`config.mk`:
```
export PLATFORM = sky130hd
export DESIGN_NAME = m4ta_ctrl
export DESIGN_NICKNAME = d
export VERILOG_FILES = /design/src/m4ta_pkg.sv /design/src/m4ta_ctrl.sv
export SDC_FILE = /design/constraint.sdc
export NUM_CORES = 1
export LEC_CHECK = 0
export BUFFER_PORTS_ARGS = -buffer_cell sky130_fd_sc_hd__buf_2
export CAP_MARGIN = 20
export CORE_MARGIN = 3
export CORE_UTILIZATION = 60
export CTS_BUF_LIST = sky130_fd_sc_hd__clkbuf_2
export DETAILED_ROUTE_END_ITERATION = 16
export PLACE_DENSITY = 0.83
export SLEW_MARGIN = 20
export SYNTH_ARGS = -nofsm -noshare
export SYNTH_HDL_FRONTEND = slang
export SYNTH_SLANG_ARGS = --single-unit
```
`constraint.sdc`:
```
create_clock -name clk -period 7.8 [get_ports clk]
set_input_delay 1.56 -clock clk [delete_from_list [all_inputs] [get_ports clk]]
set_output_delay 1.56 -clock clk [all_outputs]
set_load 0.01 [all_outputs]
```
`src/m4ta_pkg.sv`:
```
// Shared types, constants and micro-op decode for the 4x4 matrix engine.
// No dependencies; used by m4ta_ctrl, m4ta_datapath and the top level.
`timescale 1ns / 1ps
`default_nettype none
package m4ta_pkg;

	localparam int FRAC_BITS = 16;
	localparam logic signed [31:0] FIX_ONE = 32'sd1 <<< FRAC_BITS;

	// command codes
	localparam logic [3:0] MODE_IDENT  = 4'd0;
	localparam logic [3:0] MODE_FILL   = 4'd1;
	localparam logic [3:0] MODE_DIAG   = 4'd2;
	localparam logic [3:0] MODE_WRCOL  = 4'd3;
	localparam logic [3:0] MODE_WRROW  = 4'd4;
	localparam logic [3:0] MODE_SCALE  = 4'd5;
	localparam logic [3:0] MODE_TRANSP = 4'd6;
	localparam logic [3:0] MODE_LDB    = 4'd7;
	localparam logic [3:0] MODE_MUL    = 4'd8;
	localparam logic [3:0] MODE_TRANSL = 4'd9;
	localparam logic [3:0] MODE_SCALE3 = 4'd10;
	localparam logic [3:0] MODE_DET    = 4'd11;
	localparam logic [3:0] MODE_RDCOL  = 4'd12;
	localparam logic [3:0] MODE_COPYB  = 4'd13;

	localparam logic [1:0] STATUS_OK    = 2'd0;
	localparam logic [1:0] STATUS_RANGE = 2'd1;
	localparam logic [1:0] STATUS_SAT   = 2'd2;

	typedef struct packed {
		logic [3:0]         mode;
		logic [2:0]         index;
		logic signed [31:0] arg0;
		logic signed [31:0] arg1;
		logic signed [31:0] arg2;
		logic signed [31:0] arg3;
	} req_t;

	typedef struct packed {
		logic signed [31:0] value0;
		logic signed [31:0] value1;
		logic signed [31:0] value2;
		logic signed [31:0] value3;
		logic [1:0]         status;
	} rsp_t;

	// multiplier B operand source
	typedef enum logic [2:0] {
		BSRC_OPB, BSRC_CUR, BSRC_SCR, BSRC_ARG, BSRC_ONE
	} bsrc_t;

	// destination of a finished sum
	typedef enum logic [1:0] {
		DST_CUR, DST_TMP, DST_SCR, DST_VAL
	} dst_t;

	// one multiply-accumulate step; A always comes from the current matrix
	typedef struct packed {
		logic [3:0] a_idx;
		bsrc_t      b_src;
		logic [3:0] b_idx;
		logic       neg;
		logic       first;
		logic       last;
		dst_t       dst;
		logic [3:0] dst_idx;
	} uop_t;

	typedef enum logic [2:0] {
		CMD_NONE, CMD_LOAD, CMD_DIRECT, CMD_FETCH,
		CMD_MULT, CMD_ACCUM, CMD_COMMIT, CMD_RESULT
	} cmd_kind_t;

	typedef struct packed {
		cmd_kind_t kind;
		uop_t      uop;
	} ctl_cmd_t;

	typedef struct packed {
		logic out_full;
	} dp_status_t;

	function automatic logic is_mac(input logic [3:0] mode);
		case (mode) inside
			MODE_SCALE, MODE_SCALE3, MODE_TRANSL, MODE_MUL, MODE_DET: return 1'b1;
			default: return 1'b0;
		endcase
	endfunction

	// index of the final step of a multiply-accumulate command
	function automatic logic [5:0] last_step(input logic [3:0] mode);
		case (mode)
			MODE_SCALE:  return 6'd15;
			MODE_SCALE3: return 6'd11;
			MODE_TRANSL: return 6'd15;
			MODE_MUL:    return 6'd63;
			MODE_DET:    return 6'd27;
			default:     return 6'd0;
		endcase
	endfunction

	// clamp to 32 bits; bit 32 flags a clamp
	function automatic logic [32:0] sat32(input logic signed [63:0] v);
		if (v > 64'sh7FFF_FFFF)
			return {1'b1, 32'h7FFF_FFFF};
		else if (v < -64'sh8000_0000)
			return {1'b1, 32'h8000_0000};
		else
			return {1'b0, v[31:0]};
	endfunction

	function automatic uop_t mk(input logic [3:0] a, input bsrc_t bs, input logic [3:0] b,
		input logic ng, input logic fs, input logic ls, input dst_t d, input logic [3:0] di);
		uop_t u;
		u.a_idx = a; u.b_src = bs; u.b_idx = b; u.neg = ng;
		u.first = fs; u.last = ls; u.dst = d; u.dst_idx = di;
		return u;
	endfunction

	// cofactor expansion: six 2x2 minors to scratch 0..5, four cofactors
	// to scratch 6..9, then the signed sum along row 0
	function automatic uop_t det_uop(input logic [4:0] s);
		case (s)
			5'd0:  return mk(4'd10, BSRC_CUR, 4'd15, 1'b0, 1'b1, 1'b0, DST_SCR, 4'd0);
			5'd1:  return mk(4'd14, BSRC_CUR, 4'd11, 1'b1, 1'b0, 1'b1, DST_SCR, 4'd0);
			5'd2:  return mk(4'd6,  BSRC_CUR, 4'd15, 1'b0, 1'b1, 1'b0, DST_SCR, 4'd1);
			5'd3:  return mk(4'd14, BSRC_CUR, 4'd7,  1'b1, 1'b0, 1'b1, DST_SCR, 4'd1);
			5'd4:  return mk(4'd6,  BSRC_CUR, 4'd11, 1'b0, 1'b1, 1'b0, DST_SCR, 4'd2);
			5'd5:  return mk(4'd10, BSRC_CUR, 4'd7,  1'b1, 1'b0, 1'b1, DST_SCR, 4'd2);
			5'd6:  return mk(4'd2,  BSRC_CUR, 4'd15, 1'b0, 1'b1, 1'b0, DST_SCR, 4'd3);
			5'd7:  return mk(4'd14, BSRC_CUR, 4'd3,  1'b1, 1'b0, 1'b1, DST_SCR, 4'd3);
			5'd8:  return mk(4'd2,  BSRC_CUR, 4'd11, 1'b0, 1'b1, 1'b0, DST_SCR, 4'd4);
			5'd9:  return mk(4'd10, BSRC_CUR, 4'd3,  1'b1, 1'b0, 1'b1, DST_SCR, 4'd4);
			5'd10: return mk(4'd2,  BSRC_CUR, 4'd7,  1'b0, 1'b1, 1'b0, DST_SCR, 4'd5);
			5'd11: return mk(4'd6,  BSRC_CUR, 4'd3,  1'b1, 1'b0, 1'b1, DST_SCR, 4'd5);
			5'd12: return mk(4'd5,  BSRC_SCR, 4'd0,  1'b0, 1'b1, 1'b0, DST_SCR, 4'd6);
			5'd13: return mk(4'd9,  BSRC_SCR, 4'd1,  1'b1, 1'b0, 1'b0, DST_SCR, 4'd6);
			5'd14: return mk(4'd13, BSRC_SCR, 4'd2,  1'b0, 1'b0, 1'b1, DST_SCR, 4'd6);
			5'd15: return mk(4'd1,  BSRC_SCR, 4'd0,  1'b0, 1'b1, 1'b0, DST_SCR, 4'd7);
			5'd16: return mk(4'd9,  BSRC_SCR, 4'd3,  1'b1, 1'b0, 1'b0, DST_SCR, 4'd7);
			5'd17: return mk(4'd13, BSRC_SCR, 4'd4,  1'b0, 1'b0, 1'b1, DST_SCR, 4'd7);
			5'd18: return mk(4'd1,  BSRC_SCR, 4'd1,  1'b0, 1'b1, 1'b0, DST_SCR, 4'd8);
			5'd19: return mk(4'd5,  BSRC_SCR, 4'd3,  1'b1, 1'b0, 1'b0, DST_SCR, 4'd8);
			5'd20: return mk(4'd13, BSRC_SCR, 4'd5,  1'b0, 1'b0, 1'b1, DST_SCR, 4'd8);
			5'd21: return mk(4'd1,  BSRC_SCR, 4'd2,  1'b0, 1'b1, 1'b0, DST_SCR, 4'd9);
			5'd22: return mk(4'd5,  BSRC_SCR, 4'd4,  1'b1, 1'b0, 1'b0, DST_SCR, 4'd9);
			5'd23: return mk(4'd9,  BSRC_SCR, 4'd5,  1'b0, 1'b0, 1'b1, DST_SCR, 4'd9);
			5'd24: return mk(4'd0,  BSRC_SCR, 4'd6,  1'b0, 1'b1, 1'b0, DST_VAL, 4'd0);
			5'd25: return mk(4'd4,  BSRC_SCR, 4'd7,  1'b1, 1'b0, 1'b0, DST_VAL, 4'd0);
			5'd26: return mk(4'd8,  BSRC_SCR, 4'd8,  1'b0, 1'b0, 1'b0, DST_VAL, 4'd0);
			default: return mk(4'd12, BSRC_SCR, 4'd9, 1'b1, 1'b0, 1'b1, DST_VAL, 4'd0);
		endcase
	endfunction

	function automatic uop_t uop_for(input logic [3:0] mode, input logic [5:0] s);
		logic [1:0] t;
		t = s[1:0];
		case (mode)
			MODE_SCALE:
				return mk(s[3:0], BSRC_ARG, 4'd0, 1'b0, 1'b1, 1'b1, DST_CUR, s[3:0]);
			MODE_SCALE3:
				return mk(s[3:0], BSRC_ARG, {2'b00, s[3:2]}, 1'b0, 1'b1, 1'b1,
					DST_CUR, s[3:0]);
			MODE_TRANSL:
				// column 3 element times one, then the three args times columns 0..2
				if (t == 2'd0)
					return mk({2'b11, s[3:2]}, BSRC_ONE, 4'd0, 1'b0, 1'b1, 1'b0,
						DST_CUR, {2'b11, s[3:2]});
				else
					return mk({2'(t - 2'd1), s[3:2]}, BSRC_ARG, {2'b00, 2'(t - 2'd1)},
						1'b0, 1'b0, (t == 2'd3), DST_CUR, {2'b11, s[3:2]});
			MODE_MUL:
				// s = {j, i, k}
				return mk({s[1:0], s[3:2]}, BSRC_OPB, {s[5:4], s[1:0]}, 1'b0,
					(t == 2'd0), (t == 2'd3), DST_TMP, {s[5:4], s[3:2]});
			MODE_DET:
				return det_uop(s[4:0]);
			default:
				return mk(4'd0, BSRC_ONE, 4'd0, 1'b0, 1'b1, 1'b1, DST_VAL, 4'd0);
		endcase
	endfunction

endpackage
`default_nettype wire

```
`src/m4ta_ctrl.sv`:
```
// Command sequencer for the matrix engine: accepts requests and steps the
// datapath through its direct commands or multiply-accumulate micro-ops. Depends on m4ta_pkg.
`timescale 1ns / 1ps
`default_nettype none
module m4ta_ctrl (
	input  wire logic                   clk,
	input  wire logic                   arst_n,
	input  wire logic                   req_valid,
	output logic                        req_stall,
	input  wire logic [3:0]             req_mode,
	output m4ta_pkg::ctl_cmd_t          cmd,
	input  wire m4ta_pkg::dp_status_t   dp_status
);

	typedef enum logic [6:0] {
		S_IDLE   = 7'b0000001,
		S_DIRECT = 7'b0000010,
		S_FETCH  = 7'b0000100,
		S_MULT   = 7'b0001000,
		S_ACCUM  = 7'b0010000,
		S_COMMIT = 7'b0100000,
		S_FINISH = 7'b1000000
	} state_t;

	state_t     state_q;
	logic [3:0] mode_q;
	logic [5:0] step_q;
	logic       accept;
	logic       at_last;

	assign req_stall = (state_q != S_IDLE);
	assign accept    = req_valid && (state_q == S_IDLE);
	assign at_last   = (step_q == m4ta_pkg::last_step(mode_q));

	// command to the datapath
	always_comb begin
		cmd.uop = m4ta_pkg::uop_for(mode_q, step_q);
		case (state_q)
			S_IDLE:   cmd.kind = req_valid ? m4ta_pkg::CMD_LOAD : m4ta_pkg::CMD_NONE;
			S_DIRECT: cmd.kind = m4ta_pkg::CMD_DIRECT;
			S_FETCH:  cmd.kind = m4ta_pkg::CMD_FETCH;
			S_MULT:   cmd.kind = m4ta_pkg::CMD_MULT;
			S_ACCUM:  cmd.kind = m4ta_pkg::CMD_ACCUM;
			S_COMMIT: cmd.kind = m4ta_pkg::CMD_COMMIT;
			S_FINISH: cmd.kind = dp_status.out_full ? m4ta_pkg::CMD_NONE
				: m4ta_pkg::CMD_RESULT;
			default:  cmd.kind = m4ta_pkg::CMD_NONE;
		endcase
	end

	// opcode latch
	always_ff @(posedge clk) begin
		if (accept)
			mode_q <= req_mode;
	end

	// state and step counter
	always_ff @(posedge clk or negedge arst_n) begin
		if (!arst_n) begin
			state_q <= S_IDLE;
			step_q  <= '0;
		end else begin
			case (state_q)
				S_IDLE: begin
					if (accept) begin
						step_q  <= '0;
						state_q <= m4ta_pkg::is_mac(req_mode) ? S_FETCH : S_DIRECT;
					end
				end
				S_DIRECT: state_q <= S_FINISH;
				S_FETCH:  state_q <= S_MULT;
				S_MULT:   state_q <= S_ACCUM;
				S_ACCUM: begin
					if (at_last)
						state_q <= (mode_q == m4ta_pkg::MODE_MUL) ? S_COMMIT : S_FINISH;
					else begin
						step_q  <= step_q + 6'd1;
						state_q <= S_FETCH;
					end
				end
				S_COMMIT: state_q <= S_FINISH;
				S_FINISH: begin
					if (!dp_status.out_full)
						state_q <= S_IDLE;
				end
				default: state_q <= S_IDLE;
			endcase
		end
	end

	// temp matrix copy belongs to the multiply only
	a_commit_mul: assert property (@(posedge clk) disable iff (!arst_n)
		state_q == S_COMMIT |-> mode_q == m4ta_pkg::MODE_MUL)
		else $error("commit outside multiply");
	a_commit_next: assert property (@(posedge clk) disable iff (!arst_n)
		state_q == S_COMMIT |=> state_q == S_FINISH)
		else $error("commit not followed by finish");
	a_step_bound: assert property (@(posedge clk) disable iff (!arst_n)
		state_q == S_MULT |-> step_q <= m4ta_pkg::last_step(mode_q))
		else $error("step past end of command");
	a_finish_free: assert property (@(posedge clk) disable iff (!arst_n)
		(state_q == S_FINISH && !dp_status.out_full) |=> state_q == S_IDLE)
		else $error("finish did not retire");

endmodule
`default_nettype wire

```
Word level (Yosys, flattened, before mapping)
Memories as Yosys holds them, arrays and structs flattened.
Index checks and enable logic that the tools add are counted.
- memories: 1
- input bits: 8
- output and inout bits: 24
- bits in registers: 17
- bits in read-only memories: 576
- add/sub/neg operators: 2
- muxes and demuxes: 18
- reductions and logical operators: 8
- eq/ne operators: 23
- memory list (memory ; words ; width ; rd ports ; clocked after memory_dff ; write ports ; RTL line ; text):
    (no name shown) ; 32 ; 18 ; 1 ; 0 ; 0 ; m4ta_pkg.sv:123 ; case (s)
- operator list (kind ; number):
    $pmux 20 s5 ; 1
    $pmux 7 s6 ; 1
    $eq 4x4->1 const B ; 8
    $mux 7 ; 4
    $pmux 6 s4 ; 1
    $pmux 3 s7 ; 1
    $mux 20 ; 1
    $mux 6 ; 2
    $pmux 6 s2 ; 1
    $eq 4x3->1 const B ; 2
    $eq 7x1->1 const B ; 1
    $eq 7x2->1 const B ; 1
    $eq 7x3->1 const B ; 1
    $eq 7x4->1 const B ; 1
    $eq 7x5->1 const B ; 1
    $eq 7x6->1 const B ; 1
    $eq 7x7->1 const B ; 1
    $ne 7x1->1 const B ; 1
    $add 6x1->6 const B ; 1
    $eq 6x6->1 ; 1
    $mux 3 ; 2
    $ne 2x2->1 const B ; 3
    $reduce_or 5->1 ; 1
    $mux 1 ; 4
    other kinds (8) ; 9

Logic depth before layout (Yosys ltp)
Gate-level depths: netlist (run 1).
- word-level depth: 8
- gate-level depth with buffers: 9
- gate-level depth less buffers: 7

Worst setup path after synthesis (run 1)
Ideal clock, no wire load.
- path kind: register -> output
- from: register step_q[0]
- to: output port cmd[19] (netlist name)
- path slack: 3.934 ns
- arrival time: 2.306 ns
- cell stages (with the launch flop): 10
- path through: dfrtp_1 -> clkbuf_1 -> inv_1 -> ha_1 -> clkbuf_1 -> inv_1 -> mux4_2 -> nor2_1 -> o21ai_0 -> o311ai_0
- RTL lines (item ; RTL line ; text):
    from (decl) ; m4ta_ctrl.sv:27 ; logic [5:0] step_q;
    from (signal assigned) ; m4ta_ctrl.sv:77 ; step_q <= step_q + 6'd1;
    to (decl) ; m4ta_ctrl.sv:11 ; output m4ta_pkg::ctl_cmd_t cmd,

==> results of run 1 <==
==> registers in the layout, summed over array words and instances, names as in the netlist <==
signal	flops
mode_q	4
state_q	7
step_q	6
==> worst max-delay path by stage <==
stage          cells past startpoint       from  slack (ns)  endpoint
2_1_floorplan                      9  step_q[0]        3.93   cmd[19]
6_report                           8  step_q[1]        3.25   cmd[19]
4_1_cts                            8  step_q[1]        3.29   cmd[19]
3_3_place_gp                       8  step_q[1]        3.74   cmd[19]
3_5_place_dp                       8  step_q[1]        3.64   cmd[19]
5_1_grt                            8  step_q[1]        3.01   cmd[19]
==> per-stage QoR <==
step	instance area [µm²]	hold slack, ns
6_report	2260	0.569
5_1_grt	2260	0.598
4_1_cts	2260	0.570
3_5_place_dp	2240	0.550
2_1_floorplan	2140	0.504
3_3_place_gp	2240	0.538
==> cells by family (layout without fill, tap and decap cells) <==
family	Yosys count	after routing	share of synthesized area, %
AND/OR/NAND/NOR	106	106	25.9
AO/OA/AOI/OAI	97	97	32.1
buffers and inverters	40	51	8.18
flip-flops	17	17	20.9
adder cells (fa/ha/maj)	10	10	5.84
multiplexers	10	10	5.49
XOR/XNOR	4	4	1.64
==> report_power, final <==
part	leakage, nW	switching (mW)	internal, mW
clock	0.0166	0.0271	0.0136
combinational	0.744	0.164	0.112
sequential	0.213	0.0406	0.112
==> worst max-delay path: cells and delay by family, from the launching register on <==
family                   cells  cell delay [ns]
adder cells (fa/ha/maj)      1             0.53
multiplexers                 1             0.45
buffers and inverters        3             0.57
flip-flops                   1             0.84
AND/OR/NAND/NOR              1             0.10
AO/OA/AOI/OAI                2             0.21
==> area by class of cell <==
| class | instances | area, µm² | area share, % |
|---|---|---|---|
| inverter | 15 | 56.3 | 2.49 |
| clock buffer | 4 | 20.0 | 0.884 |
| timing repair buffer | 32 | 163 | 7.19 |
| tap | 46 | 57.6 | 2.54 |
| multi-input combinational | 227 | 1520 | 67.2 |
| sequential | 17 | 447 | 19.7 |
==> placed cells by master, fill, tap and decap left out, types with 3 or more instances in the layout <==
cell type	instances
nor2b_1	4
nor2_1	26
o311ai_0	5
buf_2	31
nor4b_1	3
ha_1	10
o22ai_1	3
mux2i_1	8
a21oi_1	19
o211ai_1	4
o221ai_1	3
nand3_1	7
clkbuf_2	4
inv_1	15
dfrtp_1	12
xor2_1	3
a22o_1	3
and2_1	3
nand2b_1	4
nand2_1	35
nor3_1	6
edfxtp_1	4
o21ai_0	30
a211oi_1	5
==> metal layers <==
metal	vias to the layer above	track usage, %	part of all wire (%)
li1	1061	-	-
met1	1012	38.6	43
met2	106	39.4	46
met3	8	4.79	9.3
met4	0	7.77	1.3
met5	-	0	0
==> impl_metrics.tcl, run 1 <==
set metrics [dict create \
    synth_edf_count 4 \
    yosysSeqAreaShare_pct 20.9 \
    hpwl_um 3960 \
    wirelength_um 5470 \
    timing.fmax_ghz 0.220 \
    grt_max_degree 34 \
    crit_required_ns 6.24 \
    start_util_pct 63.2 \
    grt_pass1_wl_um 9090 \
    ctsHoldBuffers 0 \
    slew_viol_final 0 \
    synth.most_common_cell "nand2_1" \
    synth_top_area_share_pct 14.0 \
    ir_drop_mv 0.189 \
    grt_use_total_pct 26.4 \
    synth.avg_cell_area_um2 7.54 \
    drive_above_1_share_pct 18.3 \
    post_drt_wl_per_cell_um 16.0 \
    dp.cells 337 \
    coreArea_mm2 0.00339 \
    num-fill-cells 307 \
    rsz0062_at_grt "false" \
    num_antenna_cells 0 \
    min_period_ns 4.55 \
    max_slew_margin_pct 40.9 \
    ys.flop_type "dfrtp_1" \
    die_area_mm2 0.00432 \
    total_power_uw 469 \
    min_to "state_q[4]" \
    worstPathMaxFanout 21 \
    yosysWarnings 0 \
    synth-seq-cells 17 \
    io_pins 32 \
    reg2reg_from "mode_q[1]" \
    cp-start-kind "flip-flop" \
    min-delay-start "state_q[4]" \
    place_ws_ns 3.64 \
    worst_r2r_path_depth 5 \
    die_w_um 65.8 \
    io_buffers 31 \
    setup_tns_ns 0 \
    cp_common_cell "inv_1" \
    crit_chain "inv_1 -> ha_1 -> inv_1 -> mux4_2 -> nor2_1 -> o21ai_0 -> o311ai_0 -> buf_2" \
    synthCells 284 \
    fin_ws_ns 3.25 \
    vias_per_cell 6.41 \
    crit_arrival_ns 2.99 \
    ant_nets 0 \
    htreeDepth 1 \
    tightest_slew_ns 0.887 \
    final_nets 314 \
    reg2reg_setup_slack_ns 5.33 \
    synth_top_area_cell "dfrtp_1" \
    hold_viol 0 \
    period_share_pct 58.3 \
    antenna_found_initial 0 \
    synthArstFlopShare_pct 76.5 \
    cts_sinks 17 \
    worst_hold_path_type "reg -> reg" \
    gp_congestion 0.905 \
    drv_cap 0 \
    yosys-top-cells-count "nand2_1, o21ai_0, nor2_1" \
    cp-end-kind "output pin" \
    area_growth_pct 5.67 \
    skew_ns 0.0116 \
    worstSetupPathType "reg -> out" \
    synth_cell_types 66 \
    clkSlewWorstSetupHoldPaths_ns 0.15 \
    whs_path_depth 1 \
    netlist_area_mm2 0.00214 \
    setup_viol 0 \
    drcViolationCount 0 \
    cts_tree "built" \
    clock_latency_ns 0.30 \
    synth.net_count 302 \
    root_buffer "clkbuf_2" \
    cts_buffer_depth 2 \
    slowest_delay_ns 0.84 \
    die_h_um 65.8 \
    cts_buffers 3 \
    layout.cells.non_filler 341 \
    synthTopCellsByArea "dfrtp_1, o21ai_0, nand2_1" \
    p_per_area_mw_per_mm2 207 \
    p_leak_nw 0.973 \
    fin_util_pct 66.8 \
    fp-row-count 21 \
    drt_iter0_markers 341 \
    globalRouteOverflowTotal 0 \
    num_vias 2187 \
    dr.pass1.iters 4 \
    post-cts-setup-buffer-count 0 \
    status "completed" \
    crit_slowest_cell "dfrtp_1" \
    grt_pass1_vias 1957 \
    cts_resized 0 \
    r2r_end "step_q[4]" \
]
Note: power is estimated with default switching activity, not from simulation.
==> run 2, diff against run 1 <==
- ABC_AREA: not set -> 1
- CORE_UTILIZATION: 60 -> 52
- PLACE_DENSITY: 0.83 -> 0.78
- clock period: 7.8 -> 3.9 ns (I/O delays scaled with it)
==> run 2 against run 1 <==
  * Synthesized area shrank 18%
  * Clock power is 93% higher
  * Sequential share of layout area is 3.0 points higher
  * Largest cell class unchanged
==> impl_metrics.tcl, run 2 <==
set metrics [dict create \
    status "completed" \
    slew_viol_final 0 \
    start_util_pct 56.0 \
    synth.net_count 300 \
    globalRouteOverflowTotal 0 \
    hold_viol 0 \
    crit_arrival_ns 2.28 \
    skew_ns 0.00210 \
    post-cts-setup-buffer-count 0 \
    setup_viol 0 \
    root_buffer "clkbuf_2" \
    clkSlewWorstSetupHoldPaths_ns 0.15 \
    area_growth_pct 11.1 \
    synth.avg_cell_area_um2 6.26 \
    ir_drop_mv 0.274 \
    timing.fmax_ghz 0.326 \
    p_per_area_mw_per_mm2 374 \
    crit_chain "inv_1 -> ha_1 -> inv_1 -> nand2_1 -> o211ai_1 -> o211ai_1 -> o211ai_1 -> buf_2" \
    synth_compound_area_share_pct 16.7 \
    io_pins 32 \
    die_w_um 64.2 \
    ys.flop_type "dfrtp_1" \
    grt_max_degree 22 \
    crit_slowest_cell "dfrtp_1" \
    antenna_found_initial 0 \
    synth_cell_types 35 \
    drv_cap 0 \
    post_drt_wl_per_cell_um 13.5 \
    drive_above_1_share_pct 18.4 \
    synth_top_area_share_pct 17.0 \
    largest_reg_flops 7 \
    worstPathMaxFanout 11 \
    period_share_pct 78.6 \
    cts_buffers 3 \
    num_antenna_cells 0 \
    intPower_uw 382 \
    wirelength_um 4780 \
    worstSetupPathType "reg -> out" \
    cp_common_cell "o211ai_1" \
    fin_ws_ns 0.836 \
    yosys-top-cells-count "nand2_1, inv_1, nor2_1" \
    fin_util_pct 62.2 \
    io_buffers 31 \
    coreArea_mm2 0.00315 \
    grt_pass1_vias 1757 \
    timing.hold.ws_ns 0.343 \
    grt_use_total_pct 24.1 \
    rsz0062_at_grt "false" \
    synth_top_area_cell "dfrtp_1" \
    cts_buffer_depth 2 \
    fp-row-count 20 \
    dr.pass1.iters 7 \
    synthCells 282 \
    synth_edf_count 4 \
    synth.area.mux_share_pct 0 \
    final_nets 329 \
    gp_congestion 0.974 \
    total_power_uw 733 \
    netlist_area_mm2 0.00176 \
    seqPwrFrac_pct 33.9 \
    synthAdderAreaFrac_pct 7.09 \
    worst_hold_path_type "in -> async" \
    seq_area_um2 447 \
    num_vias 1997 \
    synth-seq-cells 17 \
    synth_top_family_by_area "simple AND/OR/NAND/NOR gates" \
    drt_iter0_markers 350 \
    largestRegisters "state_q (7), step_q (6), mode_q (4)" \
    regMostFlops "state_q" \
    synth_xor_area_share_pct 0.993 \
    vias_per_cell 5.64 \
    synthArstFlopShare_pct 76.5 \
    min_period_ns 3.06 \
    setup_tns_ns 0 \
    yosys.area_share.simple_pct 39.1 \
    grt_pass1_wl_um 8120 \
    tightest_slew_ns 0.638 \
    p_leak_nw 1.04 \
    num-fill-cells 297 \
    synthTopCellsByArea "dfrtp_1, nand2_1, nand3_1" \
    worst_r2r_path_depth 8 \
    layout_common_cells "nand2_1, buf_2, inv_1" \
    htreeDepth 1 \
    max_slew_margin_pct 57.5 \
    yosysSeqAreaShare_pct 25.3 \
    cts_tree "built" \
    cp-end-kind "output pin" \
    cts_sinks 17 \
    slowest_delay_ns 0.58 \
    multiInputGateArea_mm2 0.00113 \
    drcViolationCount 0 \
    crit_required_ns 3.12 \
    clkPwrFrac_pct 10.7 \
    swShare_pct 47.8 \
    reg2reg_from "step_q[3]" \
    cp-start-kind "flip-flop" \
    switchingPower_uw 351 \
    p_comb_share_pct 55.4 \
    yosysWarnings 0 \
    r2r_end "step_q[3]" \
    cts_resized 0 \
    clock_latency_ns 0.29 \
    reg2reg_setup_slack_ns 1.89 \
    hpwl_um 3700 \
    die_h_um 64.2 \
    ant_nets 0 \
    synth.most_common_cell "nand2_1" \
    die_area_mm2 0.00413 \
    ctsHoldBuffers 0 \
    final_common_cell "nand2_1" \
    place_ws_ns 1.23 \
]
[run 2: cell types whose count changed after synthesis, sizes merged, moves of 8 or more]
cell    before  now
mux2i        8    0
inv         15   40
nand3        7   28
clkbuf      15    1
a21oi       20   11
nand2       35   75
[run 2: layout make-up]
type,count,share of cell area (%)
inverter,42,8.04
tap,44,2.81
multi-input combinational,216,57.4
sequential,17,22.8
clock buffer,4,1.02
timing repair buffer,31,7.91
[run 2: cells by family (layout without fill, tap and decap cells)]
group,after synthesis,after routing
flops,17,17
fa+ha+maj,10,10
xor+xnor,2,2
buf+inv,49,77
compound gates,51,51
simple gates,153,153
[run 2: worst max-delay path by stage]
stage | startpoint | to | slack [ns] | cells past startpoint
finish | step_q[1] | cmd[18] | 0.84 | 8
global route | step_q[1] | cmd[19] | 0.60 | 8
CTS | step_q[1] | cmd[18] | 0.87 | 8
detailed placement | step_q[1] | cmd[18] | 1.23 | 8
global placement | step_q[1] | cmd[18] | 1.30 | 8
floorplan | step_q[1] | cmd[18] | 1.55 | 7
[run 2: power by group through the flow]
stage	Clock, mW	Combinational (mW)	Sequential, mW
after floorplan	0	0.285	0.245
after global placement	0	0.399	0.250
after detailed placement	0	0.400	0.250
after CTS	0.0825	0.403	0.247
after global routing	0.0904	0.452	0.254
final	0.0785	0.406	0.248
[run 2: critical path: cells and delay by family (launching register included)]
kind	cells	cell delay (ns)
AOI/OAI and AO/OA	3	0.43
adders and majority gates	1	0.36
DFF	1	0.58
and+or+nand+nor	1	0.12
buffers and inverters	3	0.49
[run 2: layer usage]
metal | global-route usage (%) | up-vias | routed length [µm]
met4 | 5.28 | 0 | 110
li1 | - | 995 | -
met5 | 0 | - | 0
met3 | 5.45 | 15 | 473
met1 | 35.0 | 856 | 2190
met2 | 36.3 | 131 | 2010
[run 2: metrics by stage]
| stage | area, µm² | std cells |
|---|---|---|
| after floorplan | 1760 | 282 |
| after global placement | 1940 | 350 |
| after detailed placement | 1940 | 350 |
| after CTS | 1960 | 354 |
| after global routing | 1960 | 354 |
| final | 1960 | 354 |
==> run 3, diff against run 2 <==
- CORE_UTILIZATION: 52 -> 58
- PLACE_DENSITY: 0.78 -> 0.83
- clock period: 3.9 -> 3.1 ns (I/O delays scaled with it)
==> run 3 against run 2 <==
  * Core utilization is 7.3 points higher
  * Sequential cell count stayed put
  * Sequential power is 26% higher
  * Clock power is 30% higher
  * Routed wire length is 7.6% higher
  * Cell area is 0.32% higher
  * Via count is 3.4% higher
  * Global-route usage is 6.1 points higher
  * Sequential share of layout area is 0.073 points lower
  * Critical path depth stayed put
  * Critical path type unchanged
  * Critical endpoint unchanged
  * Largest power group unchanged
==> impl_metrics.tcl, run 3 (same netlist as run 2, synthesis figures left out) <==
set metrics [dict create \
    setup_viol 0 \
    timing.hold.ws_ns 0.166 \
    status "completed" \
    p_per_area_mw_per_mm2 470 \
    cts_resized 0 \
    post-cts-setup-buffer-count 0 \
    fin_ws_ns 0.236 \
    largestRegisters "state_q (7), step_q (6), mode_q (4)" \
    io_buffers 31 \
    layout_common_cells "nand2_1, buf_2, inv_1" \
    final_common_cell "nand2_1" \
    drcViolationCount 0 \
    slew_viol_final 0 \
    antenna_found_initial 0 \
    vias_per_cell 6.00 \
    worst_hold_path_type "in -> async" \
    start_util_pct 62.4 \
    hpwl_um 4010 \
    ir_drop_mv 0.640 \
    cts_buffers 3 \
    hold_viol 0 \
    r2r_end "step_q[4]" \
    num_vias 2065 \
    reg2reg_setup_slack_ns 1.26 \
    grt_pass1_wl_um 8380 \
    post_drt_wl_per_cell_um 14.9 \
    grt_pass1_vias 1730 \
    drive_above_1_share_pct 19.2 \
    period_share_pct 92.4 \
    final_nets 332 \
    clock_latency_ns 0.30 \
    htreeDepth 1 \
    ant_nets 0 \
    num_antenna_cells 0 \
    dr.pass1.iters 5 \
    largest_reg_flops 7 \
    cts_sinks 17 \
    cp-start-kind "flip-flop" \
    num-fill-cells 264 \
    crit_arrival_ns 2.24 \
    stdcell_area_mm2 0.00197 \
    clkSlewWorstSetupHoldPaths_ns 0.17 \
    reg2reg_from "mode_q[2]" \
    cp-end-kind "output pin" \
    regMostFlops "state_q" \
    place_ws_ns 0.639 \
    tightest_slew_ns 0.662 \
    worstPathMaxFanout 11 \
    crit_required_ns 2.48 \
    worst_r2r_path_depth 9 \
    setup_tns_ns 0 \
    min_period_ns 2.86 \
    die_w_um 61.2 \
    io_pins 32 \
    p_leak_nw 1.05 \
    place_area_mm2 0.00195 \
    worstSetupPathType "reg -> out" \
    cts_buffer_depth 2 \
    drv_cap 0 \
    die_area_mm2 0.00374 \
    timing.fmax_ghz 0.349 \
    die_h_um 61.2 \
    skew_ns 0.0169 \
    root_buffer "clkbuf_2" \
    globalRouteOverflowTotal 0 \
    area_growth_pct 11.5 \
    gp_congestion 0.958 \
    grt_max_degree 21 \
    rsz0062_at_grt "false" \
    fp-row-count 19 \
    grt_use_total_pct 30.2 \
    coreArea_mm2 0.00283 \
    wirelength_um 5140 \
    ctsHoldBuffers 0 \
    drt_iter0_markers 229 \
    max_slew_margin_pct 55.5 \
    cts_tree "built" \
]
[run 3: how the worst max path moves through the flow]
stage,depth (start not counted),startpoint,to
final,8,step_q[1],cmd[18]
after global routing,8,step_q[1],cmd[18]
after CTS,8,step_q[1],cmd[18]
after detailed placement,8,step_q[1],cmd[18]
after global placement,8,step_q[1],cmd[19]
after floorplan,7,step_q[1],cmd[18]
[run 3: cell type report]
class	count	area [µm²]	area share, %
sequential	17	447	22.7
inverter	42	158	8.02
clock buffer	4	20.0	1.02
timing repair buffer	34	178	9.03
tap	31	38.8	1.97
multi-input combinational	216	1130	57.3
[run 3: routing by layer]
metal	GRT usage [%]	share of wire [%]
met1	46.6	45
met2	44.3	44
met3	5.24	11
met4	6.19	0.99
met5	0	0
[run 3: power breakdown]
part           internal [mW]  switching, mW  total (mW)
Combinational          0.170          0.339       0.509
Sequential             0.277         0.0362       0.313
Clock                 0.0342         0.0682       0.102
Total                  0.481          0.444       0.925
[run 3: stage by stage]
step                util, %  std cells  total power, mW
floorplan                 -        282            0.667
global placement       68.8        340            0.814
detailed placement     68.8        340            0.821
CTS                    69.5        344            0.926
global route           69.5        344             1.00
finish                 69.5        344            0.925
[run 3: worst max-delay path, cell delays in order, from the launching register on]
cell	delay, ns
dfrtp_1	0.58
inv_1	0.22
ha_1	0.37
inv_1	0.11
nand2_1	0.12
o211ai_1	0.11
o211ai_1	0.12
o211ai_1	0.18
buf_2	0.16
